**src/rtl/svc_pkg.sv**
```systemverilog
// ----------------------------------------------------------------------------
// svc_pkg
// Shared types and constants for the solar valve controller.
// ----------------------------------------------------------------------------
`default_nettype none

package svc_pkg;

   localparam int unsigned CSR_INDEX_WIDTH = 3;
   localparam int unsigned CSR_DATA_WIDTH  = 16;
   localparam int unsigned TEMP_WIDTH      = 8;
   localparam int unsigned HOLD_WIDTH      = 16;
   localparam int unsigned TIMER_WIDTH_DEF = 16;

   typedef enum logic [CSR_INDEX_WIDTH-1:0] {
      REG_CLOSE_MARGIN    = 3'd0,
      REG_OPEN_MARGIN     = 3'd1,
      REG_MIN_SUPPLY_TEMP = 3'd2,
      REG_CUTOFF_HYST     = 3'd3,
      REG_MOVE_HOLDOFF    = 3'd4,
      REG_STARTUP_DELAY   = 3'd5,
      REG_BAD_CODE        = 3'd6,
      REG_DEBUG_MODE      = 3'd7
   } csr_index_type;

   localparam logic [TEMP_WIDTH-1:0] CLOSE_MARGIN_RESET    = 8'd2;
   localparam logic [TEMP_WIDTH-1:0] OPEN_MARGIN_RESET     = 8'd2;
   localparam logic [TEMP_WIDTH-1:0] MIN_SUPPLY_TEMP_RESET = 8'd30;
   localparam logic [TEMP_WIDTH-1:0] CUTOFF_HYST_RESET     = 8'd5;
   localparam logic [HOLD_WIDTH-1:0] MOVE_HOLDOFF_RESET    = 16'd60;
   localparam logic [HOLD_WIDTH-1:0] STARTUP_DELAY_RESET   = 16'd10;
   localparam logic [TEMP_WIDTH-1:0] BAD_CODE_RESET        = 8'd255;
   localparam logic [TEMP_WIDTH-1:0] CUTOFF_RESET          = 8'd40;

   typedef struct packed {
      logic [TEMP_WIDTH-1:0] close_margin;
      logic [TEMP_WIDTH-1:0] open_margin;
      logic [TEMP_WIDTH-1:0] min_supply_temp;
      logic [TEMP_WIDTH-1:0] cutoff_hysteresis;
      logic [HOLD_WIDTH-1:0] move_holdoff;
      logic [HOLD_WIDTH-1:0] startup_delay;
      logic [TEMP_WIDTH-1:0] bad_code;
      logic                  debug_mode;
   } svc_cfg_type;

endpackage

`default_nettype wire

```
**src/rtl/svc_csr.sv**
```systemverilog
// ----------------------------------------------------------------------------
// svc_csr
// Configuration register file, write only, reset to the documented defaults.
// ----------------------------------------------------------------------------
`default_nettype none

module svc_csr
   import svc_pkg::*;
(
   input  wire logic                       clock,
   input  wire logic                       reset,
   input  wire logic                       csr_write_en,
   input  wire logic [CSR_INDEX_WIDTH-1:0] csr_index,
   input  wire logic [CSR_DATA_WIDTH-1:0]  csr_data,
   output svc_cfg_type                     cfg
);

   svc_cfg_type cfg_ff;
   svc_cfg_type cfg_in;

   always_comb begin
      cfg_in = cfg_ff;
      if (csr_write_en) begin
         case (csr_index_type'(csr_index))
            REG_CLOSE_MARGIN:    cfg_in.close_margin      = csr_data[TEMP_WIDTH-1:0];
            REG_OPEN_MARGIN:     cfg_in.open_margin       = csr_data[TEMP_WIDTH-1:0];
            REG_MIN_SUPPLY_TEMP: cfg_in.min_supply_temp   = csr_data[TEMP_WIDTH-1:0];
            REG_CUTOFF_HYST:     cfg_in.cutoff_hysteresis = csr_data[TEMP_WIDTH-1:0];
            REG_MOVE_HOLDOFF:    cfg_in.move_holdoff      = csr_data[HOLD_WIDTH-1:0];
            REG_STARTUP_DELAY:   cfg_in.startup_delay     = csr_data[HOLD_WIDTH-1:0];
            REG_BAD_CODE:        cfg_in.bad_code          = csr_data[TEMP_WIDTH-1:0];
            REG_DEBUG_MODE:      cfg_in.debug_mode        = csr_data[0];
            default:             cfg_in = cfg_ff;
         endcase
      end
   end

   always_ff @(posedge clock) begin
      if (reset) begin
         cfg_ff.close_margin      <= CLOSE_MARGIN_RESET;
         cfg_ff.open_margin       <= OPEN_MARGIN_RESET;
         cfg_ff.min_supply_temp   <= MIN_SUPPLY_TEMP_RESET;
         cfg_ff.cutoff_hysteresis <= CUTOFF_HYST_RESET;
         cfg_ff.move_holdoff      <= MOVE_HOLDOFF_RESET;
         cfg_ff.startup_delay     <= STARTUP_DELAY_RESET;
         cfg_ff.bad_code          <= BAD_CODE_RESET;
         cfg_ff.debug_mode        <= 1'b0;
      end else begin
         cfg_ff <= cfg_in;
      end
   end

   assign cfg = cfg_ff;

endmodule

`default_nettype wire

```
**src/rtl/svc_core.sv**
```systemverilog
// ----------------------------------------------------------------------------
// svc_core
// Input register, valve decision logic with its state, and result register.
// ----------------------------------------------------------------------------
`default_nettype none

module svc_core
   import svc_pkg::*;
#(
   parameter int unsigned TIMER_WIDTH = TIMER_WIDTH_DEF
) (
   input  wire logic                  clock,
   input  wire logic                  reset,
   input  wire svc_cfg_type           cfg,
   input  wire logic                  req_valid,
   output logic                       req_stall,
   input  wire logic                  req_kind,
   input  wire logic [TEMP_WIDTH-1:0] req_temp_supply,
   input  wire logic [TEMP_WIDTH-1:0] req_temp_inside,
   input  wire logic [TEMP_WIDTH-1:0] req_temp_top,
   output logic                       rsp_valid,
   input  wire logic                  rsp_stall,
   output logic                       rsp_valve_state,
   output logic                       rsp_opened_now,
   output logic                       rsp_closed_now,
   output logic [TEMP_WIDTH-1:0]      rsp_cutoff_temp,
   output logic                       rsp_reading_bad,
   output logic                       rsp_holdoff_active
);

   localparam logic [31:0] TIMER_MAX = 32'((64'd1 << TIMER_WIDTH) - 64'd1);

   // saturate a hold-off value into the timer
   function automatic logic [TIMER_WIDTH-1:0] timer_load(input logic [HOLD_WIDTH-1:0] v);
      logic [31:0] v32;
      v32 = 32'(v);
      return (v32 > TIMER_MAX) ? TIMER_WIDTH'(TIMER_MAX) : TIMER_WIDTH'(v32);
   endfunction

   // input register
   logic                  in_valid_ff, in_valid_in;
   logic                  kind_ff;
   logic [TEMP_WIDTH-1:0] sup_ff, ins_ff, top_ff;

   // block state
   logic                   valve_ff, valve_in;
   logic [TEMP_WIDTH-1:0]  cutoff_ff, cutoff_in;
   logic [TIMER_WIDTH-1:0] hold_ff, hold_in;

   // result register
   logic                  out_valid_ff, out_valid_in;
   logic                  out_valve_ff, out_opened_ff, out_closed_ff;
   logic [TEMP_WIDTH-1:0] out_cutoff_ff;
   logic                  out_bad_ff, out_hold_ff;

   logic out_ready, advance, accept;
   logic bad, flagged, opened, closed;
   logic [TEMP_WIDTH-1:0]  cutoff_raised;
   logic [TEMP_WIDTH:0]    sup_close, top_open, cutoff_hyst;

   assign out_ready = !out_valid_ff || !rsp_stall;
   assign advance   = in_valid_ff && out_ready;
   assign req_stall = in_valid_ff && !out_ready;
   assign accept    = req_valid && !req_stall;

   // widened sums so the compares never wrap
   assign sup_close   = {1'b0, sup_ff} + {1'b0, cfg.close_margin};
   assign top_open    = {1'b0, top_ff} + {1'b0, cfg.open_margin};
   assign cutoff_hyst = {1'b0, cutoff_ff} + {1'b0, cfg.cutoff_hysteresis};

   always_comb begin
      bad = (sup_ff == cfg.bad_code) || (ins_ff == cfg.bad_code) ||
            (top_ff == cfg.bad_code);
      flagged       = 1'b0;
      opened        = 1'b0;
      closed        = 1'b0;
      valve_in      = valve_ff;
      cutoff_in     = cutoff_ff;
      hold_in       = hold_ff;
      cutoff_raised = cutoff_ff;
      if (!kind_ff) begin
         if (hold_ff != '0) begin
            hold_in = hold_ff - TIMER_WIDTH'(1);
         end
      end else if (bad && !cfg.debug_mode) begin
         flagged = 1'b1;
         hold_in = timer_load(cfg.startup_delay);
      end else begin
         if (valve_ff && ({1'b0, top_ff} > cutoff_hyst)) begin
            cutoff_raised = top_ff - cfg.cutoff_hysteresis;
         end
         cutoff_in = cutoff_raised;
         if ((hold_ff == '0) && !bad) begin
            if (valve_ff) begin
               if (({1'b0, top_ff} >= sup_close) || ({1'b0, ins_ff} > sup_close) ||
                   (sup_ff < cutoff_raised) || (sup_ff < cfg.min_supply_temp)) begin
                  valve_in = 1'b0;
                  closed   = 1'b1;
                  hold_in  = timer_load(cfg.move_holdoff);
               end
            end else if (({1'b0, sup_ff} >= top_open) &&
                         (sup_ff >= cfg.min_supply_temp)) begin
               valve_in  = 1'b1;
               opened    = 1'b1;
               cutoff_in = top_ff;
               hold_in   = timer_load(cfg.move_holdoff);
            end
         end
      end
   end

   always_comb begin
      in_valid_in = in_valid_ff;
      if (accept) begin
         in_valid_in = 1'b1;
      end else if (advance) begin
         in_valid_in = 1'b0;
      end
      out_valid_in = out_valid_ff;
      if (advance) begin
         out_valid_in = 1'b1;
      end else if (!rsp_stall) begin
         out_valid_in = 1'b0;
      end
   end

   always_ff @(posedge clock) begin
      if (reset) begin
         in_valid_ff  <= 1'b0;
         out_valid_ff <= 1'b0;
         valve_ff     <= 1'b1;
         cutoff_ff    <= CUTOFF_RESET;
         hold_ff      <= timer_load(STARTUP_DELAY_RESET);
      end else begin
         in_valid_ff  <= in_valid_in;
         out_valid_ff <= out_valid_in;
         if (advance) begin
            valve_ff  <= valve_in;
            cutoff_ff <= cutoff_in;
            hold_ff   <= hold_in;
         end
      end
   end

   always_ff @(posedge clock) begin
      if (accept) begin
         kind_ff <= req_kind;
         sup_ff  <= req_temp_supply;
         ins_ff  <= req_temp_inside;
         top_ff  <= req_temp_top;
      end
      if (advance) begin
         out_valve_ff  <= valve_in;
         out_opened_ff <= opened;
         out_closed_ff <= closed;
         out_cutoff_ff <= cutoff_in;
         out_bad_ff    <= flagged;
         out_hold_ff   <= (hold_in != '0);
      end
   end

   assign rsp_valid          = out_valid_ff;
   assign rsp_valve_state    = out_valve_ff;
   assign rsp_opened_now     = out_opened_ff;
   assign rsp_closed_now     = out_closed_ff;
   assign rsp_cutoff_temp    = out_cutoff_ff;
   assign rsp_reading_bad    = out_bad_ff;
   assign rsp_holdoff_active = out_hold_ff;

endmodule

`default_nettype wire

```
**src/rtl/solar_valve_controller_unit.sv**
```systemverilog
// ----------------------------------------------------------------------------
// solar_valve_controller_unit
// Solar hot-water valve controller: ticks and temperature sets in, valve
// state and status out, one result item per input item.
// ----------------------------------------------------------------------------
// Usage:
//   req_* carries one item: a time tick (req_kind 0) or a measurement set of
//   supply, inside and tank-top temperatures (req_kind 1). An item is taken
//   when req_valid is high and req_stall is low. rsp_* returns one result
//   item per input item, taken when rsp_valid is high and rsp_stall is low.
//   The item is captured in an input register; the decision and state
//   update happen as it moves into the result register.
//   Throughput is one item per cycle; req_stall rises only when both the
//   input and the result register hold items and the receiver stalls.
//   csr_* writes one configuration register per cycle when csr_write_en is
//   high; write only while no item is in flight.
//   Synchronous reset empties both registers, sets the valve open, the
//   cutoff to 40 and the hold-off to the startup delay default; all
//   configuration registers return to their defaults.
// ----------------------------------------------------------------------------
`default_nettype none

module solar_valve_controller_unit
   import svc_pkg::*;
#(
   parameter int unsigned TIMER_WIDTH = TIMER_WIDTH_DEF
) (
   input  wire logic                       clock,
   input  wire logic                       reset,
   input  wire logic                       csr_write_en,
   input  wire logic [CSR_INDEX_WIDTH-1:0] csr_index,
   input  wire logic [CSR_DATA_WIDTH-1:0]  csr_data,
   input  wire logic                       req_valid,
   output logic                            req_stall,
   input  wire logic                       req_kind,
   input  wire logic [TEMP_WIDTH-1:0]      req_temp_supply,
   input  wire logic [TEMP_WIDTH-1:0]      req_temp_inside,
   input  wire logic [TEMP_WIDTH-1:0]      req_temp_top,
   output logic                            rsp_valid,
   input  wire logic                       rsp_stall,
   output logic                            rsp_valve_state,
   output logic                            rsp_opened_now,
   output logic                            rsp_closed_now,
   output logic [TEMP_WIDTH-1:0]           rsp_cutoff_temp,
   output logic                            rsp_reading_bad,
   output logic                            rsp_holdoff_active
);

   svc_cfg_type cfg;

   svc_csr u_csr (
      .clock        (clock),
      .reset        (reset),
      .csr_write_en (csr_write_en),
      .csr_index    (csr_index),
      .csr_data     (csr_data),
      .cfg          (cfg)
   );

   svc_core #(
      .TIMER_WIDTH (TIMER_WIDTH)
   ) u_core (
      .clock              (clock),
      .reset              (reset),
      .cfg                (cfg),
      .req_valid          (req_valid),
      .req_stall          (req_stall),
      .req_kind           (req_kind),
      .req_temp_supply    (req_temp_supply),
      .req_temp_inside    (req_temp_inside),
      .req_temp_top       (req_temp_top),
      .rsp_valid          (rsp_valid),
      .rsp_stall          (rsp_stall),
      .rsp_valve_state    (rsp_valve_state),
      .rsp_opened_now     (rsp_opened_now),
      .rsp_closed_now     (rsp_closed_now),
      .rsp_cutoff_temp    (rsp_cutoff_temp),
      .rsp_reading_bad    (rsp_reading_bad),
      .rsp_holdoff_active (rsp_holdoff_active)
   );

endmodule

`default_nettype wire

```
**config.mk**
```make
export PLATFORM = sky130hd
export DESIGN_NAME = solar_valve_controller_unit
export DESIGN_NICKNAME = d
export VERILOG_FILES = /design/src/rtl/svc_pkg.sv /design/src/rtl/svc_csr.sv /design/src/rtl/svc_core.sv /design/src/rtl/solar_valve_controller_unit.sv
export SDC_FILE = /design/constraint.sdc
export NUM_CORES = 1
export LEC_CHECK = 0
export ABC_AREA = 1
export BUFFER_PORTS_ARGS = -buffer_cell sky130_fd_sc_hd__buf_2
export CORE_MARGIN = 2
export CORE_UTILIZATION = 55
export DETAILED_ROUTE_END_ITERATION = 10
export PLACE_DENSITY = 0.73
export SYNTH_ARGS = -nofsm -noshare
export SYNTH_HDL_FRONTEND = slang
export SYNTH_SLANG_ARGS = --single-unit
```
**constraint.sdc**
```tcl
create_clock -name clock -period 8.3 [get_ports clock]
set_input_delay 0 -clock clock [delete_from_list [all_inputs] [get_ports clock]]
set_output_delay 0 -clock clock [all_outputs]
set_load 0.05 [all_outputs]
```
==> run_results.csv <==
group,metric,value,unit
cts,cts_tree,"built",
detailed_routing,wirelength,24900,um
yosys,synth-seq-area-share,0.351,
sta,rsz0062_at_grt,"no",
sta,drv_slew,0,
worst_hold_path,hold_class,"in2reg",
detailed_routing,drc,0,
worst_setup_path,cpPeakStageDelay,0.36,ns
power,power_density,190,nW/um^2
global_route,grt_start_max_net_pins,74,
sta,worst_slew_pin_slew,1.11,ns
placed_design,dp_hpwl,17500,um
global_route,grt-ovfl-total,0,
yosys,async_flop_share,0,
detailed_routing,wire_per_inst,15.9,um
sta,fmax,0.195,GHz
cts,clock_latency,0.43,ns
cts,cts_buffers,17,
worst_setup_path,r2r-end,"u_core.rsp_holdoff_active",
power,ir_drop,0.000145,V
cts,cts-htree-levels,4,
yosys,synth_warnings,0,
yosys,ys.flop_type,"dfxtp_1",
sta,fin_tns_setup,0,ns
worst_setup_path,critPathLaunch,"u_csr.cfg[43]",
cts,clk_pin_slew,0.06,ns
final_layout,drive_above_1_share,0.0935,
die,die_h,132,um
placed_design,place_congestion,0.950,
final_layout,fin_nets,1466,
worst_setup_path,critical_path.endpoint_type,"register",
flow_run,max_cap_violations,0,
final_layout,final_common_cell,"nand2_1",
global_route,antenna_found_initial,0,
cts,cts_buffer_depth,2,
die,rows,46,
worst_setup_path,crit_slowest_cell,"ha_1",
cts,cts.sinks,138,
detailed_routing,drt_iter0_drc,782,
global_route,grt_pass1_wl,39900,um
detailed_routing,vias_per_cell,5.48,
cts,ctsResizeCount,0,
worst_setup_path,rr_worst_depth,32,
detailed_routing,firstDrtPassIters,7,
sta,skew,0.00775,ns
final_layout,post-route-util,0.658,
yosys,syn-num-nets,1369,
detailed_routing,via_count,8562,
sta,hold_viol_final,0,
cts,root_buffer,"clkbuf_16",
global_route,grt_pass1_vias,7826,
sta,min_period,5.13,ns
worst_setup_path,critPathMaxFanout,17,
die,ios,64,
sta,fin_crit_sh,0.618,
yosys,ys_seq_elements,138,
final_layout,diodes,0,
die,die_w,132,um
yosys,synth_cells,1237,
worst_setup_path,r2r_setup_slack,3.17,ns
die,core_area,15900,sq um
final_layout,syn_to_final_growth,16.9,%
power,p_leak,0.00504,uW
final_layout,final_cell_mix,"nand2_1, inv_1, nor2_1",
sta,setup_viol,0,
sta,maxSlewHeadroom,0.261,
worst_setup_path,cp.arrival,5.31,ns
detailed_routing,antenna_left,0,
yosys,postSynthAreaPerCell,7.23,sq um
worst_setup_path,cp.required,8.48,ns
worst_setup_path,crit_top_cell,"nand2_1",
worst_setup_path,r2r-start,"u_csr.cfg[43]",
worst_setup_path,path_class,"reg2reg",
die,die_area,17300,sq um
run_status,status,"finished, final reports clean",
die,start_util,0.563,
yosys,synth_cell_types,45,
global_route,grt_usage,0.290,
placed_design,io_buffers,63,
yosys,synth_edf_count,38,
worst_setup_path,start_kind,"register",
yosys,syn-cell-area,8940,sq um
worst_setup_path,crit_end,"u_core.rsp_holdoff_active",
==> flip-flops by register name, indices dropped and copies added (netlist names), 8 cells and up <==
name,cells
u_csr.cfg,73
u_core.hold_ff,16
u_core.cutoff_ff,8
u_core.ins_ff,8
u_core.rsp_cutoff_temp,8
u_core.sup_ff,8
u_core.top_ff,8
==> cells in the mapped netlist, types with 3 or more instances <==
master / number / area (sq um)
fa_1: 4 / 80.1
edfxtp_1: 38 / 1140
inv_2: 11 / 41.3
a21oi_1: 107 / 536
nand2_2: 4 / 25.0
nand2_1: 265 / 995
nor2_1: 124 / 465
o211ai_1: 12 / 90.1
dfxtp_1: 100 / 2000
o21ai_1: 10 / 50.1
nand3_1: 81 / 405
buf_2: 5 / 25.0
nor3_1: 4 / 20.0
o221ai_1: 8 / 70.1
xnor2_1: 16 / 140
ha_1: 79 / 988
buf_1: 3 / 11.3
xor2_1: 31 / 272
clkbuf_1: 22 / 82.6
nor2_2: 3 / 18.8
nor4_1: 5 / 31.3
a31oi_1: 4 / 25.0
o21ai_0: 103 / 515
a21o_1: 3 / 22.5
nand4_1: 5 / 31.3
clkinv_1: 3 / 11.3
inv_1: 161 / 604
==> per-stage QoR <==
step           worst slack, ns  instance area [sq um]  power (uW)  instances  hold WS, ns
2_1_floorplan             3.89                   8940        1090       1237       0.0989
3_3_place_gp              3.45                   9390        1190       1485        0.176
3_5_place_dp              3.25                   9390        1200       1485        0.178
4_1_cts                   3.23                  10500        1980       1563       0.0141
5_1_grt                   2.55                  10500        2080       1563       0.0385
6_report                  3.17                  10500        1990       1563       0.0332
==> critical path, delay by kind of cell (launching register included) <==
family / cells / cell delay [ns]
AOI/OAI and AO/OA: 9 / 1.52
and+or+nand+nor: 17 / 1.73
xor gates and xnor gates: 1 / 0.09
DFF: 1 / 0.31
buffers and inverters: 2 / 0.25
adders and majority gates: 3 / 0.96
==> cells by family after synthesis <==
family,after synthesis,synth area share
buffers and inverters,209,0.0909
flip-flops,138,0.351
AND/OR/NAND/NOR,500,0.232
adder cells (fa/ha/maj),83,0.119
XOR/XNOR,47,0.0460
AO/OA/AOI/OAI,260,0.160
==> metal layers <==
layer  vias up  routed length [um]  track usage
li1       4261                   -            -
met1      3897               11400        0.398
met2       357               11000        0.461
met3        47                1970       0.0567
met4         0                 522       0.0960
met5         -                   0            0
==> report_power, final <==
group	switching (uW)	internal (uW)	total [uW]
combinational	285	162	447
sequential	35.4	729	764
clock	326	448	774
==> how the worst min path moves through the flow <==
stage                            end          startpoint  depth (start not counted)  slack (ns)
CTS                     u_csr.cfg[0]        csr_index[2]                          3        0.01
global placement    u_core.ins_ff[2]  req_temp_inside[2]                          1        0.18
global route            u_csr.cfg[0]        csr_index[2]                          3        0.04
floorplan           u_core.ins_ff[0]  req_temp_inside[0]                          0         0.1
detailed placement  u_core.sup_ff[3]  req_temp_supply[3]                          1        0.18
finish                  u_csr.cfg[0]        csr_index[2]                          3        0.03
==> area by class of cell <==
class,count,area (sq um)
fillers,1382,5430
inverters,175,657
repair buffers,112,798
clock buffers,19,458
well taps,216,270
flip-flops and latches,138,3140
clock inverters,13,145
multi-input cells,890,4990
==> what timing repair did <==
item	in CTS	in global routing
endpoints found under the hold margin	86	0
buffers inserted	0	0
hold buffers	46	0
(Power assumes the default switching activity.)
